`config.mk`:
```
export PLATFORM = sky130hd
export DESIGN_NAME = fastq_fasta_record_parser_core
export DESIGN_NICKNAME = d
export VERILOG_FILES = /design/src/ffrp_pkg.sv /design/src/fastq_fasta_record_parser_core.sv
export VERILOG_INCLUDE_DIRS = /design/src /design/src/src
export SDC_FILE = /design/constraint.sdc
export NUM_CORES = 1
export LEC_CHECK = 0
export ABC_AREA = 1
export BUFFER_PORTS_ARGS = -buffer_cell sky130_fd_sc_hd__buf_4
export CAP_MARGIN = 20
export CORE_ASPECT_RATIO = 1.25
export CORE_MARGIN = 2
export CORE_UTILIZATION = 60
export CTS_BUF_LIST = sky130_fd_sc_hd__clkbuf_4
export CTS_CLUSTER_DIAMETER = 60
export DETAILED_ROUTE_END_ITERATION = 7
export GPL_TIMING_DRIVEN = 1
export PLACE_DENSITY_LB_ADDON = 0.12
export SLEW_MARGIN = 30
export SYNTH_ARGS = -nofsm -noshare
export SYNTH_HDL_FRONTEND = slang
export SYNTH_SLANG_ARGS = --single-unit
```
`constraint.sdc`:
```
create_clock -name aclk -period 6.7 [get_ports aclk]
set_input_delay 0.335 -clock aclk [delete_from_list [all_inputs] [get_ports aclk]]
set_output_delay 0.335 -clock aclk [all_outputs]
set_load 0.02 [all_outputs]
```
`src/fastq_fasta_record_parser_core_assert.svh`:
```
// assertion macros for the record parser
`ifndef FASTQ_FASTA_RECORD_PARSER_CORE_ASSERT_SVH
`define FASTQ_FASTA_RECORD_PARSER_CORE_ASSERT_SVH

// checked on every clock edge outside reset
`define FFRP_ASSERT(label, prop, msg) \
    label: assert property (@(posedge aclk) disable iff (!aresetn) prop) else $error(msg);

// checked on every clock edge, reset included
`define FFRP_ASSERT_ALWAYS(label, prop, msg) \
    label: assert property (@(posedge aclk) prop) else $error(msg);

`endif

```
`src/ffrp_pkg.sv`:
```
`default_nettype none

package ffrp_pkg;

    typedef struct packed {
        logic [7:0] data_byte;
        logic       end_of_stream;
    } ffrp_in_t;

    typedef struct packed {
        logic [2:0] kind;
        logic [7:0] value;
        logic       with_quality;
        logic       last;
    } ffrp_out_t;

    typedef enum logic [2:0] {
        PH_SEEK,
        PH_ID,
        PH_HDR_REST,
        PH_SEQ,
        PH_SEP_START,
        PH_SEP_REST,
        PH_QUAL,
        PH_HALT
    } phase_t;

    localparam logic [2:0] KIND_ID   = 3'd0;
    localparam logic [2:0] KIND_SEQ  = 3'd1;
    localparam logic [2:0] KIND_DONE = 3'd2;
    localparam logic [2:0] KIND_BAD  = 3'd3;
    localparam logic [2:0] KIND_END  = 3'd4;

    localparam logic [7:0] CH_AT    = 8'h40;
    localparam logic [7:0] CH_GT    = 8'h3E;
    localparam logic [7:0] CH_PLUS  = 8'h2B;
    localparam logic [7:0] CH_LF    = 8'h0A;
    localparam logic [7:0] CH_CR    = 8'h0D;
    localparam logic [7:0] CH_SPACE = 8'h20;
    localparam logic [7:0] CH_TAB   = 8'h09;

    localparam int MAX_RES = 3;

    function automatic ffrp_out_t make_res(logic [2:0] kind, logic [7:0] value, logic wq);
        ffrp_out_t r;
        r.kind         = kind;
        r.value        = value;
        r.with_quality = wq;
        r.last         = 1'b0;
        return r;
    endfunction

endpackage

`default_nettype wire

```
`src/fastq_fasta_record_parser_core.sv`:
```
// an accepted byte's results are registered as the current bundle, or as the waiting one
// while the current bundle is still offered; throughput: one byte per cycle while each
// byte yields at most one result and m_ready is high; extra results hold the port until taken
// a two-slot result buffer (current bundle plus one waiting bundle) decouples the sides
// reset: synchronous active-low aresetn returns the parser to seeking a header
// and empties both result slots
`default_nettype none

`include "fastq_fasta_record_parser_core_assert.svh"

module fastq_fasta_record_parser_core (
    input  wire logic                aclk,
    input  wire logic                aresetn,
    input  wire logic                s_valid,
    output logic                     s_ready,
    input  wire ffrp_pkg::ffrp_in_t  s_data,
    output logic                     m_valid,
    input  wire logic                m_ready,
    output ffrp_pkg::ffrp_out_t      m_data
);
    import ffrp_pkg::*;

    phase_t     phase_reg, phase_next;
    logic       crh_reg, crh_next;
    logic       fq_reg, fq_next;
    logic       lhb_reg, lhb_next;

    ffrp_out_t  out_res_reg [MAX_RES];
    ffrp_out_t  out_res_next [MAX_RES];
    logic [1:0] out_n_reg, out_n_next;
    logic [1:0] out_idx_reg, out_idx_next;
    ffrp_out_t  pend_res_reg [MAX_RES];
    ffrp_out_t  pend_res_next [MAX_RES];
    logic [1:0] pend_n_reg, pend_n_next;

    ffrp_out_t  step_res [MAX_RES];
    logic [1:0] step_cnt;

    logic       accept;
    logic       fire;
    logic       out_last_one;
    logic       out_free;

    // parser step
    always_comb begin
        logic [7:0] b;
        logic       wq;
        logic       lhb_v;
        logic [2:0] k;
        b          = s_data.data_byte;
        wq         = fq_reg;
        lhb_v      = lhb_reg;
        k          = KIND_ID;
        phase_next = phase_reg;
        crh_next   = crh_reg;
        fq_next    = fq_reg;
        lhb_next   = lhb_reg;
        step_cnt   = 2'd0;
        for (int i = 0; i < MAX_RES; i++) begin
            step_res[i] = '0;
        end
        if (s_data.end_of_stream) begin
            unique case (phase_reg)
                PH_SEEK, PH_SEP_START: begin
                    if (crh_reg) begin
                        step_res[step_cnt] = make_res(KIND_BAD, 8'd0, wq);
                        step_cnt = step_cnt + 2'd1;
                    end
                end
                PH_ID: begin
                    if (crh_reg) begin
                        step_res[step_cnt] = make_res(KIND_ID, CH_CR, wq);
                        step_cnt = step_cnt + 2'd1;
                    end
                end
                PH_SEQ: begin
                    if (crh_reg) begin
                        step_res[step_cnt] = make_res(KIND_SEQ, CH_CR, wq);
                        step_cnt = step_cnt + 2'd1;
                        lhb_v = 1'b1;
                    end
                    if (lhb_v && !fq_reg) begin
                        step_res[step_cnt] = make_res(KIND_DONE, 8'd0, wq);
                        step_cnt = step_cnt + 2'd1;
                    end
                end
                PH_QUAL: begin
                    if (lhb_reg) begin
                        step_res[step_cnt] = make_res(KIND_DONE, 8'd0, wq);
                        step_cnt = step_cnt + 2'd1;
                    end
                end
                default: begin
                end
            endcase
            step_res[step_cnt] = make_res(KIND_END, 8'd0, 1'b0);
            step_cnt   = step_cnt + 2'd1;
            phase_next = PH_SEEK;
            crh_next   = 1'b0;
            fq_next    = 1'b0;
            lhb_next   = 1'b0;
        end else begin
            unique case (phase_reg)
                PH_SEEK: begin
                    if (crh_reg) begin
                        crh_next = 1'b0;
                        if (b != CH_LF) begin
                            step_res[step_cnt] = make_res(KIND_BAD, 8'd0, fq_reg);
                            step_cnt   = step_cnt + 2'd1;
                            phase_next = PH_HALT;
                        end
                    end else if (b == CH_CR) begin
                        crh_next = 1'b1;
                    end else if (b == CH_AT || b == CH_GT) begin
                        fq_next    = (b == CH_AT);
                        phase_next = PH_ID;
                    end else if (b != CH_LF) begin
                        fq_next = 1'b0;
                        step_res[step_cnt] = make_res(KIND_BAD, 8'd0, 1'b0);
                        step_cnt   = step_cnt + 2'd1;
                        phase_next = PH_HALT;
                    end
                end
                PH_ID, PH_SEQ: begin
                    k = (phase_reg == PH_ID) ? KIND_ID : KIND_SEQ;
                    if (crh_reg) begin
                        crh_next = 1'b0;
                        if (b != CH_LF) begin
                            step_res[step_cnt] = make_res(k, CH_CR, wq);
                            step_cnt = step_cnt + 2'd1;
                            lhb_next = 1'b1;
                        end
                    end
                    if (b == CH_LF) begin
                        lhb_next = 1'b0;
                        if (phase_reg == PH_ID) begin
                            phase_next = PH_SEQ;
                        end else if (fq_reg) begin
                            phase_next = PH_SEP_START;
                        end else begin
                            step_res[step_cnt] = make_res(KIND_DONE, 8'd0, wq);
                            step_cnt   = step_cnt + 2'd1;
                            fq_next    = 1'b0;
                            phase_next = PH_SEEK;
                        end
                    end else if (b == CH_CR) begin
                        crh_next = 1'b1;
                    end else if (phase_reg == PH_ID && (b == CH_SPACE || b == CH_TAB)) begin
                        phase_next = PH_HDR_REST;
                    end else begin
                        step_res[step_cnt] = make_res(k, b, wq);
                        step_cnt = step_cnt + 2'd1;
                        lhb_next = 1'b1;
                    end
                end
                PH_HDR_REST: begin
                    if (b == CH_LF) begin
                        lhb_next   = 1'b0;
                        phase_next = PH_SEQ;
                    end
                end
                PH_SEP_START: begin
                    if (crh_reg) begin
                        step_res[step_cnt] = make_res(KIND_BAD, 8'd0, wq);
                        step_cnt   = step_cnt + 2'd1;
                        crh_next   = 1'b0;
                        phase_next = PH_HALT;
                    end else if (b == CH_PLUS) begin
                        phase_next = PH_SEP_REST;
                    end else if (b == CH_CR) begin
                        crh_next = 1'b1;
                    end else begin
                        step_res[step_cnt] = make_res(KIND_BAD, 8'd0, wq);
                        step_cnt   = step_cnt + 2'd1;
                        phase_next = PH_HALT;
                    end
                end
                PH_SEP_REST: begin
                    if (b == CH_LF) begin
                        lhb_next   = 1'b0;
                        phase_next = PH_QUAL;
                    end
                end
                PH_QUAL: begin
                    if (b == CH_LF) begin
                        step_res[step_cnt] = make_res(KIND_DONE, 8'd0, wq);
                        step_cnt   = step_cnt + 2'd1;
                        fq_next    = 1'b0;
                        lhb_next   = 1'b0;
                        phase_next = PH_SEEK;
                    end else begin
                        lhb_next = 1'b1;
                    end
                end
                PH_HALT: begin
                    crh_next = 1'b0;
                end
                default: begin
                    phase_next = PH_HALT;
                    crh_next   = 1'b0;
                end
            endcase
        end
        if (step_cnt != 2'd0) begin
            step_res[step_cnt - 2'd1].last = 1'b1;
        end
    end

    // result buffer control
    assign s_ready      = (pend_n_reg == 2'd0);
    assign accept       = s_valid && s_ready;
    assign m_valid      = (out_n_reg != 2'd0);
    assign m_data       = out_res_reg[out_idx_reg];
    assign fire         = m_valid && m_ready;
    assign out_last_one = (out_idx_reg == out_n_reg - 2'd1);
    assign out_free     = (out_n_reg == 2'd0) || (fire && out_last_one);

    always_comb begin
        out_res_next  = out_res_reg;
        out_n_next    = out_n_reg;
        out_idx_next  = out_idx_reg;
        pend_res_next = pend_res_reg;
        pend_n_next   = pend_n_reg;
        if (fire && !out_last_one) begin
            out_idx_next = out_idx_reg + 2'd1;
        end
        if (out_free) begin
            out_idx_next = 2'd0;
            if (pend_n_reg != 2'd0) begin
                out_res_next = pend_res_reg;
                out_n_next   = pend_n_reg;
                pend_n_next  = 2'd0;
            end else if (accept && step_cnt != 2'd0) begin
                out_res_next = step_res;
                out_n_next   = step_cnt;
            end else begin
                out_n_next = 2'd0;
            end
        end else if (accept && step_cnt != 2'd0) begin
            pend_res_next = step_res;
            pend_n_next   = step_cnt;
        end
    end

    always_ff @(posedge aclk) begin
        if (!aresetn) begin
            phase_reg   <= PH_SEEK;
            crh_reg     <= 1'b0;
            fq_reg      <= 1'b0;
            lhb_reg     <= 1'b0;
            out_n_reg   <= 2'd0;
            out_idx_reg <= 2'd0;
            pend_n_reg  <= 2'd0;
        end else begin
            if (accept) begin
                phase_reg <= phase_next;
                crh_reg   <= crh_next;
                fq_reg    <= fq_next;
                lhb_reg   <= lhb_next;
            end
            out_n_reg   <= out_n_next;
            out_idx_reg <= out_idx_next;
            pend_n_reg  <= pend_n_next;
        end
    end

    always_ff @(posedge aclk) begin
        out_res_reg  <= out_res_next;
        pend_res_reg <= pend_res_next;
    end

    `FFRP_ASSERT(a_pend_behind_out, (pend_n_reg != 2'd0) |-> (out_n_reg != 2'd0), "waiting bundle without current bundle")
    `FFRP_ASSERT(a_idx_in_range, (out_n_reg != 2'd0) |-> (out_idx_reg < out_n_reg), "result index past bundle end")
    `FFRP_ASSERT(a_last_marks_end, (m_valid && out_last_one) |-> m_data.last, "final result of a byte lacks last")
    `FFRP_ASSERT_ALWAYS(a_halt_no_cr, (phase_reg == PH_HALT) |-> !crh_reg, "carriage return held while halted")

endmodule

`default_nettype wire

```
==> flow_summary.json <==
{
  "max-cap-violations": 0,
  "crit_path_start_kind": "flip-flop",
  "synth-edff-count": 56,
  "post_synth_main_area_contributors": "sky130_fd_sc_hd__edfxtp_1 43%, sky130_fd_sc_hd__nand2_1 13%, sky130_fd_sc_hd__nor2_1 7.2%",
  "synthMuxAreaShare_pct": 0,
  "worst-endpoint-arrival_ns": 3.02,
  "synthMostInstantiatedCell": "sky130_fd_sc_hd__nand2_1",
  "critical_path.startpoint": "crh_reg",
  "clkSlewWorstSetupHoldPaths_ns": 0.11,
  "cts_root_buf": "sky130_fd_sc_hd__clkbuf_4",
  "number_of_placed_instances_taps_included": 588,
  "dominantRegCellSynth": "sky130_fd_sc_hd__edfxtp_1",
  "run_status": "completed",
  "via_count": 3201,
  "syn_area_per_cell_um2": 8.02,
  "maxSlewViolCount": 0,
  "clock_tree.buffer_depth": 2,
  "post-route-min-period_ns": 2.97,
  "powerDensity_mw_per_mm2": 223,
  "synth_adder_area_share_pct": 2.25,
  "synth-simple-area-share_pct": 31.8,
  "syn-instance-count": 486,
  "detail-route-antenna-nets": 0,
  "final_min_period_over_clock_period_pct": 44.3,
  "antenna_violations_before_repair": 0,
  "pwr-share-comb_pct": 17.4,
  "p_seq_share_pct": 52.2,
  "dieWidth_um": 76.1,
  "post_drt_via_cell_ratio": 5.31,
  "worstSetupEndpoint": "out_res_reg[20]",
  "syn-cell-area_mm2": 0.00390,
  "grt_remaining_overflow": 0,
  "firstDrtPassIters": 5,
  "io_pins": 28,
  "critical_path_peak_fanout": 28,
  "clock-skew-final_ns": 0.0192,
  "register_area_mm2": 0.00192,
  "drtIter0Drc": 219,
  "yosys_warnings": 0,
  "netlist.top_cell.by_area": "sky130_fd_sc_hd__edfxtp_1",
  "startpoint_of_the_worst_register_to_register_path": "crh_reg",
  "synth-async-reset-ratio_pct": 0,
  "first_global_vias": 3064,
  "initial_utilization_pct": 62.4,
  "use_met2_pct": 43.6,
  "ys_seq_elements": 68,
  "grt_util_met3_pct": 3.85,
  "worst-r2r-setup-slack_ns": 3.73,
  "area_enclosed_by_the_die_boundary_mm2": 0.00716,
  "post-synth-top-area-fraction_pct": 43.1,
  "gp_congestion": 0.947,
  "hold_path_class": "in2reg",
  "cts_tree": "done",
  "worstPathRequired_ns": 6.75,
  "cts_repair_resize_count": 0,
  "fill_cell_count": 515,
  "fraction_of_synthesized_cell_area_in_xor_and_xnor_cells_pct": 0.449,
  "cts_made_buffers": 9,
  "detail_route.wl_per_cell_um": 13.7,
  "globalRouteTotalUtil_pct": 24.8,
  "wl_mm": 8.27,
  "placeableCoreArea_mm2": 0.00625,
  "final_nets": 534,
  "timing_worst_setup_path_type": "reg2reg",
  "timing.slew.headroom_pct": 41.6,
  "slew_at_the_pin_closest_to_its_max_slew_limit_ns": 0.874,
  "multiInputGateArea_mm2": 0.00172,
  "synth_top_family_by_area": "simple AND/OR/NAND/NOR gates",
  "numPortBuffers": 27,
  "synth-compound-area-share_pct": 9.47,
  "worst-r2r-cell-count": 12,
  "post-route-drc-count": 0,
  "number_of_different_library_cells_in_the_post_synthesis_netlist": 43,
  "clock_sink_count": 68,
  "max-vdd-ir-drop_uv": 121,
  "maximum_number_of_pins_on_one_net_before_global_route_repair": 32,
  "clk_latency_ns": 0.41,
  "final_layout_size_suffix_gt1_share_pct": 17.6,
  "die_height_um": 94.1,
  "post_layout_nonfiller_instances": 603,
  "synth_seq_area_share_pct": 49.3,
  "postCtsSetupRepairBufs": 0,
  "hold_viol_final": 0,
  "area_delta_synth_final_pct": 11.0,
  "setup.worst_path.end_class": "flip-flop",
  "globalRouteMet1Util_pct": 30.8,
  "crit-reg2reg-capture": "out_res_reg[20]",
  "htree_levels": 3,
  "antenna_cells": 0,
  "final.setup.tns_ns": 0,
  "pleak_nw": 1.92,
  "rsz_0062_raised_after_global_routing": "no",
  "cts_hold_buf": 0,
  "cell_types_with_the_highest_counts_after_synthesis": "137 x sky130_fd_sc_hd__nand2_1, 75 x sky130_fd_sc_hd__nor2_1, 56 x sky130_fd_sc_hd__edfxtp_1",
  "synth.net_count": 506,
  "f_max_mhz": 337,
  "cellInternalPower_w": 0.000697,
  "power.clock.fraction_pct": 30.3,
  "busiest_layer": "met2",
  "power.switching_fraction_pct": 27.7,
  "report.final.setup_viol": 0,
  "p_switching_w": 0.000267,
  "detailedPlacementHpwl_mm": 6.21,
  "fp-row-count": 32,
  "global_route_wire_length_before_repair_mm": 14.0
}
[cell families after synthesis]
group           after synthesis
compound gates               62
xor+xnor                      2
fa+ha+maj                     7
buf+inv                      68
flops                        68
simple gates                279
[how the worst min path moves through the flow]
stage	from	depth (start not counted)	slack, ns	to
global route	aresetn	3	0.22	out_n_reg[0]
detailed placement	out_n_reg[0]	2	0.48	out_n_reg[0]
floorplan	out_n_reg[1]	2	0.43	out_n_reg[1]
finish	aresetn	3	0.17	out_n_reg[0]
CTS	aresetn	3	0.16	out_n_reg[0]
global placement	out_n_reg[0]	2	0.47	out_n_reg[0]
[metal layers]
metal | vias up | share of wire [%] | wire (µm)
met1 | 1461 | 46 | 3800
li1 | 1651 | - | -
met2 | 77 | 48 | 3990
met3 | 12 | 3.9 | 321
met5 | - | 0 | 0
met4 | 0 | 1.9 | 155
[power groups by stage]
stage | Combinational (W) | Sequential, W | Clock (W)
6_report | 0.000168 | 0.000504 | 0.000292
2_1_floorplan | 0.000117 | 0.000510 | 0
3_3_place_gp | 0.000164 | 0.000513 | 0
5_1_grt | 0.000187 | 0.000507 | 0.000310
3_5_place_dp | 0.000167 | 0.000514 | 0
4_1_cts | 0.000167 | 0.000504 | 0.000295
[metrics by stage]
step	hold slack [ns]	utilization (%)	instance area [µm²]	total power [W]	setup WS, ns
floorplan	0.434	-	3900	0.000626	3.80
global placement	0.470	66.8	4170	0.000677	3.35
detailed placement	0.478	66.9	4180	0.000680	3.37
CTS	0.160	69.3	4330	0.000966	3.47
global route	0.218	69.3	4330	0.00100	3.44
finish	0.175	69.3	4330	0.000964	3.73
[worst max-delay path, stage by stage (launching register included)]
cell and delay [ns]:
sky130_fd_sc_hd__dfxtp_1 0.49, sky130_fd_sc_hd__nor2_1 0.11, sky130_fd_sc_hd__nor2_1 0.19, sky130_fd_sc_hd__ha_1 0.27
sky130_fd_sc_hd__nor2_1 0.18, sky130_fd_sc_hd__nor3_4 0.08, sky130_fd_sc_hd__ha_1 0.28, sky130_fd_sc_hd__inv_1 0.04
sky130_fd_sc_hd__o22ai_2 0.16, sky130_fd_sc_hd__inv_2 0.08, sky130_fd_sc_hd__nor2_1 0.12, sky130_fd_sc_hd__o21ai_1 0.10
sky130_fd_sc_hd__nand2_2 0.48
[layout make-up]
class	count	area share (%)
sequential	68	44.4
multi-input combinational	350	39.7
inverter	57	5.03
timing repair buffer	28	4.86
tap	85	2.46
clock inverter	5	1.79
clock buffer	10	1.73
[placed cells by master (no fill, tap or decap), types with 2 or more instances in the layout]
cell type / Yosys / layout
sky130_fd_sc_hd__xor2_1: 2 / 2
sky130_fd_sc_hd__dfxtp_1: 12 / 12
sky130_fd_sc_hd__inv_1: 42 / 41
sky130_fd_sc_hd__o21ai_1: 5 / 5
sky130_fd_sc_hd__nor2_4: 2 / 2
sky130_fd_sc_hd__ha_1: 7 / 7
sky130_fd_sc_hd__a211oi_1: 2 / 2
sky130_fd_sc_hd__a21oi_1: 10 / 10
sky130_fd_sc_hd__a31oi_1: 4 / 4
sky130_fd_sc_hd__bufinv_16: 0 / 2
sky130_fd_sc_hd__o21ai_0: 26 / 26
sky130_fd_sc_hd__clkbuf_4: 0 / 10
sky130_fd_sc_hd__o31ai_1: 3 / 3
sky130_fd_sc_hd__nor2_2: 8 / 9
sky130_fd_sc_hd__nand3_2: 2 / 2
sky130_fd_sc_hd__clkinv_1: 3 / 4
sky130_fd_sc_hd__o211ai_1: 2 / 2
sky130_fd_sc_hd__clkinv_2: 1 / 2
sky130_fd_sc_hd__nand2_2: 10 / 11
sky130_fd_sc_hd__nor3b_2: 2 / 2
sky130_fd_sc_hd__nand4_1: 3 / 3
sky130_fd_sc_hd__nand2_1: 137 / 136
sky130_fd_sc_hd__nand3b_1: 2 / 2
sky130_fd_sc_hd__buf_4: 0 / 28
sky130_fd_sc_hd__nand3_1: 23 / 23
sky130_fd_sc_hd__inv_2: 10 / 11
sky130_fd_sc_hd__edfxtp_1: 56 / 56
sky130_fd_sc_hd__nor3_1: 10 / 10
sky130_fd_sc_hd__o21ai_2: 3 / 3
sky130_fd_sc_hd__nor2_1: 75 / 74
Power figures use the tool's default switching activity.
